File: src/hdl/sxu_pkg.sv
// ----------------------------------------------------------------------------
// sxu_pkg
// shared types and constants for the sysex seven-bit unpacker
// ----------------------------------------------------------------------------
package sxu_pkg;

    localparam int unsigned HDR_W = 40;
    localparam logic [HDR_W-1:0] HDR_RESET = 40'hF000026100;
    localparam logic [7:0] END_BYTE = 8'hF7;
    localparam logic [2:0] SLOT_HIGH = 3'd0;
    localparam logic [2:0] SLOT_LAST = 3'd7;

    localparam int unsigned QUEUE_DEPTH = 4;
    localparam int unsigned QPTR_W = $clog2(QUEUE_DEPTH);
    localparam int unsigned QCNT_W = $clog2(QUEUE_DEPTH + 1);

    typedef struct packed {
        logic [7:0] data;
        logic       last;
    } t_item;

    // up to two decoded bytes from one input transfer
    typedef struct packed {
        logic [1:0] cnt;
        t_item      item0;
        t_item      item1;
    } t_push;

endpackage

File: src/hdl/sxu_front.sv
// ----------------------------------------------------------------------------
// sxu_front
// header check, group tracking and seven-to-eight bit decode of each byte
// ----------------------------------------------------------------------------
module sxu_front import sxu_pkg::*; #(
    parameter int unsigned HEADER_LEN = 5
) (
    input  logic             i_clk,
    input  logic             i_rst_n,
    input  logic             i_accept,
    input  logic [7:0]       i_in_byte,
    input  logic             i_in_last,
    input  logic [HDR_W-1:0] i_hdr_pattern,
    output t_push            o_push
);

    localparam int unsigned IDX_W = $clog2(HEADER_LEN + 1);

    logic [IDX_W-1:0] r_hdr_idx, n_hdr_idx;
    logic             r_hdr_ok, n_hdr_ok;
    logic [2:0]       r_slot, n_slot;
    logic [6:0]       r_high, n_high;
    logic [7:0]       r_held, n_held;
    logic             r_held_v, n_held_v;
    logic [7:0]       w_hdr_byte;
    logic [2:0]       w_bit_sel;
    t_push            w_push;

    always_comb begin
        logic [63:0] shifted;
        w_hdr_byte = 8'd0;
        for (int i = 0; i < HEADER_LEN; i++) begin
            shifted = {{(64 - HDR_W){1'b0}}, i_hdr_pattern} >> (8 * (HEADER_LEN - 1 - i));
            if (r_hdr_idx == IDX_W'(i)) begin
                w_hdr_byte = shifted[7:0];
            end
        end
    end

    assign w_bit_sel = r_slot - 3'd1;

    always_comb begin
        logic [7:0] dec;
        logic       term;
        n_hdr_idx = r_hdr_idx;
        n_hdr_ok  = r_hdr_ok;
        n_slot    = r_slot;
        n_high    = r_high;
        n_held    = r_held;
        n_held_v  = r_held_v;
        w_push    = '0;
        dec       = {r_high[w_bit_sel], i_in_byte[6:0]};
        term      = i_in_last && (i_in_byte == END_BYTE);

        if (i_accept) begin
            if (r_hdr_idx < IDX_W'(HEADER_LEN)) begin
                if (i_in_byte != w_hdr_byte) begin
                    n_hdr_ok = 1'b0;
                end
                n_hdr_idx = r_hdr_idx + IDX_W'(1);
            end else if (r_hdr_ok) begin
                if (term) begin
                    n_slot = r_slot;
                end else if (r_slot == SLOT_HIGH) begin
                    n_high = i_in_byte[6:0];
                    n_slot = 3'd1;
                end else begin
                    if (r_held_v) begin
                        w_push.item0 = '{data: r_held, last: 1'b0};
                        w_push.cnt   = 2'd1;
                    end
                    n_held   = dec;
                    n_held_v = 1'b1;
                    n_slot   = (r_slot == SLOT_LAST) ? SLOT_HIGH : r_slot + 3'd1;
                end
                if (i_in_last && n_held_v) begin
                    if (w_push.cnt == 2'd0) begin
                        w_push.item0 = '{data: n_held, last: 1'b1};
                    end else begin
                        w_push.item1 = '{data: n_held, last: 1'b1};
                    end
                    w_push.cnt = w_push.cnt + 2'd1;
                end
            end

            if (i_in_last) begin
                n_hdr_idx = '0;
                n_hdr_ok  = 1'b1;
                n_slot    = SLOT_HIGH;
                n_high    = 7'd0;
                n_held_v  = 1'b0;
            end
        end
    end

    always_ff @(posedge i_clk) begin
        if (!i_rst_n) begin
            r_hdr_idx <= '0;
            r_hdr_ok  <= 1'b1;
            r_slot    <= SLOT_HIGH;
            r_high    <= 7'd0;
            r_held_v  <= 1'b0;
        end else begin
            r_hdr_idx <= n_hdr_idx;
            r_hdr_ok  <= n_hdr_ok;
            r_slot    <= n_slot;
            r_high    <= n_high;
            r_held_v  <= n_held_v;
        end
    end

    always_ff @(posedge i_clk) begin
        r_held <= n_held;
    end

    assign o_push = w_push;

endmodule

File: src/hdl/sxu_queue.sv
// ----------------------------------------------------------------------------
// sxu_queue
// short result queue, two writes and one read per cycle
// ----------------------------------------------------------------------------
module sxu_queue import sxu_pkg::*; (
    input  logic i_clk,
    input  logic i_rst_n,
    input  t_push i_push,
    input  logic i_pop,
    output logic o_full,
    output logic o_valid,
    output t_item o_item
);

    t_item             r_mem [QUEUE_DEPTH];
    logic [QPTR_W-1:0] r_wr_ptr, n_wr_ptr;
    logic [QPTR_W-1:0] r_rd_ptr, n_rd_ptr;
    logic [QCNT_W-1:0] r_count, n_count;
    logic              w_pop;

    assign w_pop    = i_pop && (r_count != '0);
    assign n_wr_ptr = r_wr_ptr + QPTR_W'(i_push.cnt);
    assign n_rd_ptr = r_rd_ptr + QPTR_W'(w_pop);
    assign n_count  = r_count + QCNT_W'(i_push.cnt) - QCNT_W'(w_pop);

    always_ff @(posedge i_clk) begin
        if (!i_rst_n) begin
            r_wr_ptr <= '0;
            r_rd_ptr <= '0;
            r_count  <= '0;
        end else begin
            r_wr_ptr <= n_wr_ptr;
            r_rd_ptr <= n_rd_ptr;
            r_count  <= n_count;
        end
    end

    always_ff @(posedge i_clk) begin
        if (i_push.cnt != 2'd0) begin
            r_mem[r_wr_ptr] <= i_push.item0;
        end
        if (i_push.cnt == 2'd2) begin
            r_mem[r_wr_ptr + QPTR_W'(1)] <= i_push.item1;
        end
    end

    // room for two is kept so a single input transfer never overflows
    assign o_full  = r_count > QCNT_W'(QUEUE_DEPTH - 2);
    assign o_valid = r_count != '0;
    assign o_item  = r_mem[r_rd_ptr];

endmodule

File: src/hdl/sysex_seven_bit_unpacker.sv
// output: a decoded byte is written into the result queue by the input transfer
//   that releases it (the held byte is released by the next data byte or the last byte)
// throughput: one input byte per cycle unless the four-entry result queue stalls
//   the input, which it does while fewer than two entries are free
// reset: synchronous, active low; clears message state and the queue and
//   loads the header register with F0 00 02 61 00
// ----------------------------------------------------------------------------
// sysex_seven_bit_unpacker
// top level: header register, decode front end and result queue
// ----------------------------------------------------------------------------
module sysex_seven_bit_unpacker import sxu_pkg::*; #(
    parameter int unsigned HEADER_LEN = 5
) (
    input  logic             i_clk,
    input  logic             i_rst_n,
    input  logic             i_cfg_wr_en,
    input  logic [HDR_W-1:0] i_cfg_wr_data,
    input  logic             i_valid,
    output logic             o_stall,
    input  logic [7:0]       i_in_byte,
    input  logic             i_in_last,
    output logic             o_valid,
    input  logic             i_stall,
    output logic [7:0]       o_out_byte,
    output logic             o_out_last
);

    logic [HDR_W-1:0] r_hdr_pattern;
    logic             w_full;
    logic             w_accept;
    t_push            w_push;
    t_item            w_item;

    always_ff @(posedge i_clk) begin
        if (!i_rst_n) begin
            r_hdr_pattern <= HDR_RESET;
        end else if (i_cfg_wr_en) begin
            r_hdr_pattern <= i_cfg_wr_data;
        end
    end

    assign w_accept = i_valid && !w_full;
    assign o_stall  = w_full;

    sxu_front #(
        .HEADER_LEN (HEADER_LEN)
    ) u_front (
        .i_clk         (i_clk),
        .i_rst_n       (i_rst_n),
        .i_accept      (w_accept),
        .i_in_byte     (i_in_byte),
        .i_in_last     (i_in_last),
        .i_hdr_pattern (r_hdr_pattern),
        .o_push        (w_push)
    );

    sxu_queue u_queue (
        .i_clk   (i_clk),
        .i_rst_n (i_rst_n),
        .i_push  (w_push),
        .i_pop   (!i_stall),
        .o_full  (w_full),
        .o_valid (o_valid),
        .o_item  (w_item)
    );

    assign o_out_byte = w_item.data;
    assign o_out_last = w_item.last;

endmodule

File: config.mk
export PLATFORM = sky130hd
export DESIGN_NAME = sysex_seven_bit_unpacker
export DESIGN_NICKNAME = d
export VERILOG_FILES = /design/src/hdl/sxu_pkg.sv /design/src/hdl/sxu_front.sv /design/src/hdl/sxu_queue.sv /design/src/hdl/sysex_seven_bit_unpacker.sv
export SDC_FILE = /design/constraint.sdc
export NUM_CORES = 1
export LEC_CHECK = 0
export BUFFER_PORTS_ARGS = -buffer_cell sky130_fd_sc_hd__buf_2
export CORE_MARGIN = 1.5
export CORE_UTILIZATION = 55
export CTS_CLUSTER_SIZE = 25
export DETAILED_ROUTE_END_ITERATION = 10
export GPL_TIMING_DRIVEN = 0
export PLACE_DENSITY = 0.76
export SLEW_MARGIN = 20
export SYNTH_ARGS = -nofsm -noshare
export SYNTH_HDL_FRONTEND = slang
export SYNTH_SLANG_ARGS = --single-unit
File: constraint.sdc
create_clock -name i_clk -period 3.9 [get_ports i_clk]
set_input_delay 0.39 -clock i_clk [delete_from_list [all_inputs] [get_ports i_clk]]
set_output_delay 0.39 -clock i_clk [all_outputs]
set_load 0.05 [all_outputs]
## After elaboration in Yosys (flattened, before gate mapping)

Memories as Yosys holds them, arrays and structs flattened. A register that Yosys moved wholly into a read port is not among the register bits.
Cells that the tools add are included.

- Register bits after elaboration: 70
- RAM bits: 36
- Input bits: 54
- Output and inout port bits: 11
- Word-level logic and storage cells: 105
- Memories: 1

- Add/sub/neg operators: 9
- $lt $le $gt $ge: 3
- Equal/unequal tests: 10
- Mux-type cells: 50
- Bitwise logic cells: 1
- Reduce and logical (&&, ||, !) cells: 21

Memories:

| memory | words | bits a word | read ports | clocked after memory_dff | wr ports | RTL line | RTL |
|---|---|---|---|---|---|---|---|
| u_queue.r_mem | 4 | 9 | 1 | 1 | 2 | sxu_queue.sv:15 | `t_item r_mem [QUEUE_DEPTH];` |

Operator list:

| operator | count |
|---|---|
| 20-bit 2-to-1 mux | 4 |
| 8-bit 2-to-1 mux | 7 |
| 11-bit 2-to-1 mux | 5 |
| 7-bit 2-to-1 mux | 5 |
| 3-bit 2-to-1 mux | 8 |
| 9-bit 2-to-1 mux | 2 |
| 1-bit 2-to-1 mux | 16 |
| 10-bit 2-to-1 mux | 1 |
| 2-bit nonzero test | 5 |
| 3-bit AND reduction | 3 |
| 8-bit equality test, second input constant | 1 |
| 8-bit != test | 1 |
| 3-bit by 1-bit adder with 3-bit output, second input constant | 2 |
| 3-bit by 2-bit equality test with 1-bit output, second input constant | 2 |
| 3-bit equality test, second input constant | 2 |
| 3-bit logical NOT | 2 |
| 5-bit AND reduction | 1 |
| 2-bit by 1-bit adder with 2-bit output, second input constant | 2 |
| 1-bit logical AND | 4 |
| 3-bit by 4-bit less-than comparator with 1-bit output, second input constant | 1 |
| 2-bit != test, second input constant | 2 |
| 4-bit AND reduction | 1 |
| 3-bit by 2-bit adder with 3-bit output | 1 |
| 1-bit binary-select mux with 3-bit select | 1 |
| 14 further kinds | 15 |

## Logic depth before layout (Yosys ltp)

Gate-level depths: netlist (run 1).

- Depth after elaboration: 15
- Mapped depth: 13
- Depth with buffers taken out: 13

## Modules after synthesis

Synthesis (run 1) repeated with hierarchy kept, for this count alone.

- Cell total of the unflattened synthesis: 504
- Area total of the unflattened synthesis: 5804.3 um^2

By module, submodules not included:

| module | instances | cells each | area an instance (um^2) | seq. area each (um^2) |
|---|---|---|---|---|
| sxu_queue | 1 | 133 | 2240.9 | 1221.2 |
| sxu_front | 1 | 240 | 2015.7 | 540.5 |
| sysex_seven_bit_unpacker | 1 | 131 | 1547.7 | 800.8 |

## Least setup slack after synthesis (run 1)

OpenSTA, ideal clock, no wires.

- Kind: in2reg
- From: input port i_in_byte[2]
- To: register u_queue.r_count[2]
- Library setup time: 0.115 ns
- Arrival time: 2.898 ns
- Required time: 3.785 ns
- Path slack: 0.888 ns
- Cell stages on the path: 12
- Path buffers: 2
- Cell sequence: clkbuf_1 -> nand4b_1 -> o31ai_2 -> buf_2 -> a21oi_1 -> ha_1 -> nor2_1 -> ha_1 -> fa_1 -> xnor2_1 -> xnor2_1 -> and2_1

- Longest elaborated chain between the ends: 13
- Elaborated cells on any way between the ends: 18
- Classes of those cells: 3 x add/sub; 1 x eq/ne; 12 x mux; 2 x reduce/logical

RTL lines:

| element | RTL line | RTL |
|---|---|---|
| start, declared | sysex_seven_bit_unpacker.sv:20 | `input logic [7:0] i_in_byte,` |
| 8-bit equality test * | sxu_front.sv:53 | `term = i_in_last && (i_in_byte == END_BYTE);` |
| 1-bit logical AND * | sxu_front.sv:53 |  |
| 11-bit 2-to-1 mux / 1-bit 2-to-1 mux (equally long branches) | sxu_front.sv:62 | `if (term) begin` |
| 11-bit 2-to-1 mux / 1-bit 2-to-1 mux (equally long branches) | sxu_front.sv:61 | `end else if (r_hdr_ok) begin` |
| 11-bit 2-to-1 mux / 1-bit 2-to-1 mux (equally long branches) | sxu_front.sv:56 | `if (r_hdr_idx < IDX_W'(HEADER_LEN)) begin` |
| 11-bit 2-to-1 mux / 1-bit 2-to-1 mux (equally long branches) | sxu_front.sv:55 | `if (i_accept) begin` |
| 2-bit by 1-bit adder with 2-bit output / 1-bit logical AND (equally long branches) | sxu_front.sv:82, sxu_front.sv:76 |  |
| 20-bit 2-to-1 mux * | sxu_front.sv:76 | `if (i_in_last && n_held_v) begin` |
| 20-bit 2-to-1 mux * | sxu_front.sv:61 |  |
| 20-bit 2-to-1 mux * | sxu_front.sv:56 |  |
| 20-bit 2-to-1 mux * | sxu_front.sv:55 |  |
| 3-bit by 2-bit adder with 3-bit output * | sxu_queue.sv:24 | `assign n_count = r_count + QCNT_W'(i_push.cnt) - QCNT_W'(w_pop);` |
| 3-bit by 1-bit subtractor with 3-bit output * | sxu_queue.sv:24 |  |
| end signal, assigned | sxu_queue.sv:34 | `r_count <= n_count;` |
| end, declared | sxu_queue.sv:18 | `logic [QCNT_W-1:0] r_count, n_count;` |

Every way passes the cells marked *; elsewhere a longest branch is shown, timed or not. The select of a mux whose other input is x is not followed.
A chain may end at the register's enable or synchronous reset.

## Worst setup path in the final report (run 1)

- From: register u_front.r_hdr_idx[2]
- To: register u_front.r_hdr_ok

- Longest elaborated chain between the ends: 9
- Elaborated cells on any way between the ends: 15
- Classes of those cells: 1 x order compare; 5 x eq/ne; 5 x mux; 4 x reduce/logical

RTL lines:

| element | RTL line | RTL |
|---|---|---|
| start, declared | sxu_front.sv:19 | `logic [IDX_W-1:0] r_hdr_idx, n_hdr_idx;` |
| start signal, assigned | sxu_front.sv:104 | `r_hdr_idx <= n_hdr_idx;` |
| 3-bit logical NOT | sxu_front.sv:34 | `if (r_hdr_idx == IDX_W'(i)) begin` |
| 8-bit 2-to-1 mux (5 in series) | sxu_front.sv:34 |  |
| 8-bit != test | sxu_front.sv:57 | `if (i_in_byte != w_hdr_byte) begin` |
| 2-bit nonzero test (no source line) | - |  |
| 3-bit AND reduction (no source line) * | - |  |
| end signal, assigned | sxu_front.sv:105 | `r_hdr_ok <= n_hdr_ok;` |
| end, declared | sxu_front.sv:20 | `logic r_hdr_ok, n_hdr_ok;` |

Every way passes the cells marked *; elsewhere a longest branch is shown, timed or not.

==> metrics.md, run 1 <==
| Metric | Value |
|---|---|
| DR pass1 iterations | `5` |
| Share of layout cells above drive strength 1 | `0.179` |
| F_max | `0.296 GHz` |
| Post-synth EDFFs | `44` |
| Pwr Density | `399 mW/mm^2` |
| Nets@finish | `678` |
| Worst hold path class | `in2reg` |
| Port Buffers | `58` |
| Async set-reset flop share out of synthesis | `0` |
| Die width | `104 um` |
| Final wirelength | `13300 um` |
| Avg Synthesized Cell Area | `10.4 sq um` |
| I/O pins | `65` |
| Slew HR | `0.444` |
| Max FO, Critical Path | `10` |
| Grt ovf | `0` |
| Initial antenna violation count | `0` |
| Max Root-Sink Buffers | `2` |
| Post CTS Setup Buffer Count | `0` |
| Clock-pin slew on the worst setup and hold paths | `0.12 ns` |
| Root buffer cell | `clkbuf_8` |
| Final hold vios | `0` |
| Slew Limit Fails | `0` |
| Critical path class | `reg2reg` |
| First-pass GRT wire length | `21600 um` |
| Initial Utilization | `0.569` |
| RSZ-0062 raised after global routing | `false` |
| Outcome | `finished clean` |
| Yosys cell types | `54` |
| Register area share after synthesis | `0.459` |
| Core Area | `0.00982 sq mm` |
| DRC viols | `0` |
| Mapped cell area | `0.00558 sq mm` |
| Worst skew pair latency | `0.38 ns` |
| Largest net degree at the start of global routing | `20` |
| GP Congestion | `0.901` |
| Routed length per instance | `17.8 um` |
| Worst Tran Pin Value | `0.833 ns` |
| Data arrival time of the critical path | `3.69 ns` |
| Via density | `5.94` |
| Area grow syn2layout | `11.7%` |
| Max-capacitance violation count | `0` |
| FP Rows | `36` |
| Post-route ant nets | `0` |
| CTS resizes | `0` |
| DPL Wire Length | `9970 um` |
| Leak Pwr | `0.00252 uW` |
| Iter 0 DRT Violations | `325` |
| Tcrit/Tclk final | `0.866` |
| Clock sink total | `106` |
| Synthesis-stage register bit count | `106` |
| Die Ht | `104 um` |
| Syn_nets | `609` |
| Antenna diodes | `0` |
| Gr usage total | `0.254` |
| CTS hold repair buffers | `0` |
| H-Tree Depth | `3` |
| Setup total negative slack | `0 ns` |
| Final setup viols | `0` |
| Vias in the first global route | `4229` |
| Clock Skews | `0.0194 ns` |
| Maximum vdd drop | `257 uV` |
| Worst setup EP type | `flop` |
| Via count | `4434` |
| YS warnings | `0` |
| CTS tree | `done` |
| Synthesized instance count | `539` |
| Ys flop type | `dfxtp_1` |
| Critical path required time | `4.22 ns` |
| Worst Setup Start Kind | `flop` |
| Final core utilization | `0.635` |
| Min cycle time layout | `3.38 ns` |
| Die area | `0.0108 sq mm` |
| Inserted Clock Buffers | `9` |
-- synthesized netlist by cell type, types with 7 or more instances --
cell type	instances	area share
a21o_1	8	0.011
a21oi_1	15	0.013
a22oi_1	7	0.0094
a31o_2	7	0.011
and2_1	8	0.0090
clkbuf_1	24	0.016
dfxtp_1	62	0.22
edfxtp_1	44	0.24
ha_1	15	0.034
inv_1	25	0.017
mux2i_1	46	0.082
mux4_2	10	0.040
nand2_1	50	0.034
nand3_1	9	0.0081
nand3b_1	10	0.013
nor2_1	14	0.0094
nor2b_1	49	0.055
o211ai_1	8	0.011
o21ai_0	29	0.026
o22ai_1	13	0.015
-- state kept, by name, indices dropped and copies added (netlist names) --
signal             count
u_front.r_hdr_idx      3
u_front.r_hdr_ok       1
u_queue.r_wr_ptr       2
u_front.r_slot         3
u_queue.r_count        3
u_front.r_high         7
u_queue.r_mem         36
r_hdr_pattern         40
u_queue.r_rd_ptr       2
u_front.r_held         8
u_front.r_held_v       1
-- report_power, final --
| part | total, uW | internal (uW) | switching (uW) |
|---|---|---|---|
| logic | 569 | 229 | 341 |
| clock network | 688 | 278 | 409 |
| registers | 1230 | 1200 | 37.3 |
-- cell families (layout without fill, tap and decap cells) --
group	Yosys count	in the layout	share of synthesized area
AND/OR/NAND/NOR	165	165	0.169
AO/OA/AOI/OAI	125	125	0.152
flip-flops	106	106	0.459
buffers and inverters	62	136	0.0464
multiplexers	56	56	0.123
adder cells (fa/ha/maj)	16	16	0.0372
XOR/XNOR	9	9	0.0141
-- critical path, cell delays in order (launching register included) --
cell	delay, ns
dfxtp_1	0.50
clkbuf_1	0.40
inv_1	0.19
ha_1	0.23
clkbuf_1	0.22
or2_2	0.34
clkbuf_1	0.22
o311ai_0	0.52
xor2_1	0.13
nor4_1	0.38
o22a_1	0.20
-- stage by stage --
step                setup WS [ns]  total power [uW]  hold WS (ns)  std cells  instance area, sq um
floorplan                   0.888              1680         0.441        539                  5580
global placement            0.265              1810         0.466        730                  6040
detailed placement          0.187              1830         0.469        730                  6040
CTS                         0.563              2490         0.218        746                  6240
global route                0.282              2610         0.231        746                  6240
finish                      0.524              2490         0.224        746                  6240
-- cell type report --
| cell class | instances | area, sq um |
|---|---|---|
| buffer | 35 | 153 |
| inverter | 27 | 106 |
| fill | 859 | 3580 |
| multi-input combinational | 371 | 2760 |
| tap | 133 | 166 |
| clock inverter | 7 | 75.1 |
| timing repair buffer | 58 | 290 |
| clock buffer | 9 | 124 |
| sequential | 106 | 2560 |
-- worst paths after layout --
path	startpoint	end	slack, ns	cells after the start
setup / recovery	u_front.r_hdr_idx[2]$_SDFFE_PN0P_	u_front.r_hdr_ok$_SDFFE_PN1P_	0.52	10
hold / removal	i_cfg_wr_data[14]	r_hdr_pattern[14]$_SDFFE_PN1P_	0.22	3
setup reg to reg	u_front.r_hdr_idx[2]$_SDFFE_PN0P_	u_front.r_hdr_ok$_SDFFE_PN1P_	0.52	10
hold reg to reg	r_hdr_pattern[14]$_SDFFE_PN1P_	r_hdr_pattern[14]$_SDFFE_PN1P_	0.50	2
-- routing by layer --
metal	GRT usage	up-vias	part of all wire
met2	0.419	205	0.48
li1	-	2093	-
met5	0	-	0
met3	0.0384	30	0.075
met4	0.0863	0	0.023
met1	0.343	2106	0.43
-- cells in the final DEF, fill, tap and decap left out, types with 10 or more instances in the layout --
cell	netlist	layout
clkbuf_1	24	24
nor2b_1	49	49
ha_1	15	15
edfxtp_1	44	44
mux4_2	10	10
o21ai_0	29	29
inv_1	25	25
mux2i_1	46	46
nor2_1	14	14
a21oi_1	15	15
nand3b_1	10	10
dfxtp_1	62	62
buf_2	5	63
o22ai_1	13	13
nand2_1	50	50
Power figures use the tool's default switching activity.
==> inputs of run 2 (changes only) <==
- CORE_UTILIZATION: 55 -> 53
- clock period: 3.9 -> 2.9 ns (I/O delays scaled with it)
==> run 2 against run 1 <==
Non-clock buffer count is 13 higher. First-iteration DRC count rose by 1.5%. Total power rose by 34%. Setup slack lost 0.43 ns. Global-route usage down 0.48 points. Highest routed layer unchanged.
==> metrics.md, run 2 (synthesis gave the netlist of run 1 again) <==
| Metric | Value |
|---|---|
| First-pass GRT wire length | `21700 um (+0.64%)` |
| Placed cell areas | `0.00605 sq mm (+0.21%)` |
| Most common cell after layout, fill and taps aside | `buf_2` |
| Worst slack, placed | `-0.652 ns (-0.838 ns)` |
| Clock Skews | `0.0105 ns (-0.00886 ns)` |
| Worst Setup Start Kind | `flop` |
| Vias in the first global route | `4402 (+4.1%)` |
| Area grow syn2layout | `15.2%` |
| F_max | `0.356 GHz (+20%)` |
| Gr usage total | `0.249 (-0.00483)` |
| Nets@finish | `691 (+1.9%)` |
| Initial Utilization | `0.543 (-0.0253)` |
| Worst r2r path cells | `12 (+2)` |
| Psw | `1070 uW (+36%)` |
| Outcome | `finished clean` |
| Setup total negative slack | `0 ns (unchanged)` |
| Slowest cell delay on critical path | `0.40 ns (-0.12 ns)` |
| Share of layout cells above drive strength 1 | `0.228 (+0.0490)` |
| DR pass1 iterations | `5 (unchanged)` |
| Via count | `4477 (+0.97%)` |
| Sw Share | `0.320 (+0.00356)` |
| GP Congestion | `0.873 (-3.0%)` |
| Critical path class | `reg2reg` |
| Die area | `0.0112 sq mm (+3.7%)` |
| Clock-pin slew on the worst setup and hold paths | `0.11 ns (about the same)` |
| Placed Instances | `733 (+0.41%)` |
| Core Area | `0.0103 sq mm (+4.7%)` |
| Pwr Density | `519 mW/mm^2 (+30%)` |
| Crit-path cells | `a21oi_4 -> inv_2 -> or3_1 -> buf_6 -> nor3_4 -> nand2_2 -> ha_1 -> inv_1 -> fa_2 -> xnor2_2 -> xnor2_1 -> and2_1` |
| Port Buffers | `58 (unchanged)` |
| Finished Layout Cells | `762 (+2.1%)` |
| Worst Setup SP | `u_queue.r_count[1]$_SDFF_PN0_` |
| Die width | `106 um (+1.8%)` |
| Clock sink total | `106 (unchanged)` |
| Max-capacitance violation count | `0 (unchanged)` |
| FP Rows | `37 (+2.8%)` |
| Slew HR | `0.442 (-0.00206)` |
| Tcrit/Tclk final | `0.968 (+0.102)` |
| Antenna diodes | `0 (unchanged)` |
| Master of the slowest instance on the critical path | `fa_2` |
| Die Ht | `106 um (+1.8%)` |
| Hold-critical path depth | `3 (unchanged)` |
| Post-route cell area | `0.00643 sq mm (+3.1%)` |
| Data arrival time of the critical path | `3.08 ns (-0.61 ns)` |
| Grt ovf | `0 (unchanged)` |
| Most frequent cells in the layout | `61 x buf_2, 58 x dfxtp_1, 49 x nor2b_1` |
| Maximum vdd drop | `232 uV (-9.9%)` |
| Min cycle time layout | `2.81 ns (-0.569 ns)` |
| FF-to-FF Start | `u_queue.r_count[1]$_SDFF_PN0_` |
| Critical path required time | `3.17 ns (-1.05 ns)` |
| Iter 0 DRT Violations | `330 (+1.5%)` |
| Final core utilization | `0.626 (-0.00957)` |
| Leak Pwr | `0.00262 uW (+3.9%)` |
| Inserted Clock Buffers | `9 (unchanged)` |
| I/O pins | `65 (unchanged)` |
| Final hold vios | `0 (unchanged)` |
| CTS tree | `done` |
| Delay-heaviest family, CP | `simple AND/OR/NAND/NOR gates` |
| Via density | `5.88 (-1.2%)` |
| DPL Wire Length | `10100 um (+1.5%)` |
| Max FO, Critical Path | `8 (-2)` |
| Critical path depth in cells | `12 (+2)` |
| Critical R2R Capture | `u_queue.r_count[2]$_SDFF_PN0_` |
| R2R setup slack | `0.09 ns (-0.43 ns)` |
| Top reg by flops | `r_hdr_pattern` |
| Max Root-Sink Buffers | `2 (unchanged)` |
| Power share of the clock group | `0.258 (-0.018)` |
| Worst skew pair latency | `0.37 ns (about the same)` |
| Root buffer cell | `clkbuf_8` |
| DRC viols | `0 (unchanged)` |
| Final wirelength | `13600 um (+2.5%)` |
| Worst setup EP type | `flop` |
| Worst hold path class | `in2reg` |
| Worst Tran Pin Value | `0.836 ns (+0.00310 ns)` |
| Max reg flops | `40 (unchanged)` |
| Slew Limit Fails | `0 (unchanged)` |
| Critical path buffers and inverters | `3 (-1)` |
| Final worst slack | `0.0933 ns (-0.431 ns)` |
| P_int | `2270 uW (+33%)` |
| Post-route ant nets | `0 (unchanged)` |
| Top Registers | `r_hdr_pattern x40, u_queue.r_mem x36, u_front.r_held x8` |
| Largest net degree at the start of global routing | `19 (-5.0%)` |
| Reg power frac | `0.500 (+0.005)` |
| Combinational share of power | `0.242 (+0.013)` |
| Routed length per instance | `17.9 um (+0.37%)` |
| H-Tree Depth | `3 (unchanged)` |
| Final setup viols | `0 (unchanged)` |
| Critical path endpoint | `u_queue.r_count[2]$_SDFF_PN0_` |
| Initial antenna violation count | `0 (unchanged)` |
-- run 2: worst min path at each step --
stage	to	startpoint
CTS	r_hdr_pattern[39]$_SDFFE_PN1P_	i_cfg_wr_data[39]
global placement	r_hdr_pattern[39]$_SDFFE_PN1P_	r_hdr_pattern[39]$_SDFFE_PN1P_
global route	r_hdr_pattern[8]$_SDFFE_PN1P_	i_cfg_wr_data[8]
finish	r_hdr_pattern[39]$_SDFFE_PN1P_	i_cfg_wr_data[39]
floorplan	r_hdr_pattern[14]$_SDFFE_PN1P_	i_cfg_wr_data[14]
detailed placement	r_hdr_pattern[39]$_SDFFE_PN1P_	r_hdr_pattern[39]$_SDFFE_PN1P_
-- run 2: metal layers --
| metal | track usage | vias up | share of wire |
|---|---|---|---|
| li1 | - | 2125 | - |
| met1 | 0.303 | 2096 | 0.40 |
| met2 | 0.441 | 219 | 0.51 |
| met3 | 0.0278 | 37 | 0.058 |
| met4 | 0.113 | 0 | 0.030 |
| met5 | 0 | - | 0 |
-- run 2: power by group through the flow --
stage          clock network (uW)  registers, uW  logic (uW)
3_3_place_gp                    0           1690         745
4_1_cts                       863           1660         782
6_report                      860           1670         809
5_1_grt                       919           1670         883
3_5_place_dp                    0           1690         772
2_1_floorplan                   0           1670         590
-- run 2: final cells by class --
type                    count  area (sq um)
fillers                   865          3840
plain buffers              34           170
flip-flops and latches    106          2570
well taps                 136           170
clock buffers              10           128
repair buffers             72           395
multi-input cells         371          2840
clock inverters             6          48.8
inverters                  27           106
-- run 2: repair_timing --
item / CTS / global route
hold buffers: 0 / 0
endpoints found under the hold margin: 0 / 0
pin swaps: 3 / 6
resized for setup: 18 / 17
endpoints found under the setup margin: 75 / 58
buffers inserted: 6 / 8
-- run 2: worst reg2reg max path, stage by stage, from the launching register on --
cell	delay [ns]
dfxtp_2	0.36
a21oi_4	0.22
inv_2	0.09
or3_1	0.36
buf_6	0.16
nor3_4	0.25
nand2_2	0.12
ha_1	0.29
inv_1	0.05
fa_2	0.40
xnor2_2	0.14
xnor2_1	0.12
and2_1	0.15
-- run 2: stage by stage --
step	power (uW)	hold WS (ns)
after floorplan	2260	0.418
after global placement	2430	0.466
after detailed placement	2460	0.469
after CTS	3310	0.118
after global routing	3470	0.130
final	3340	0.125
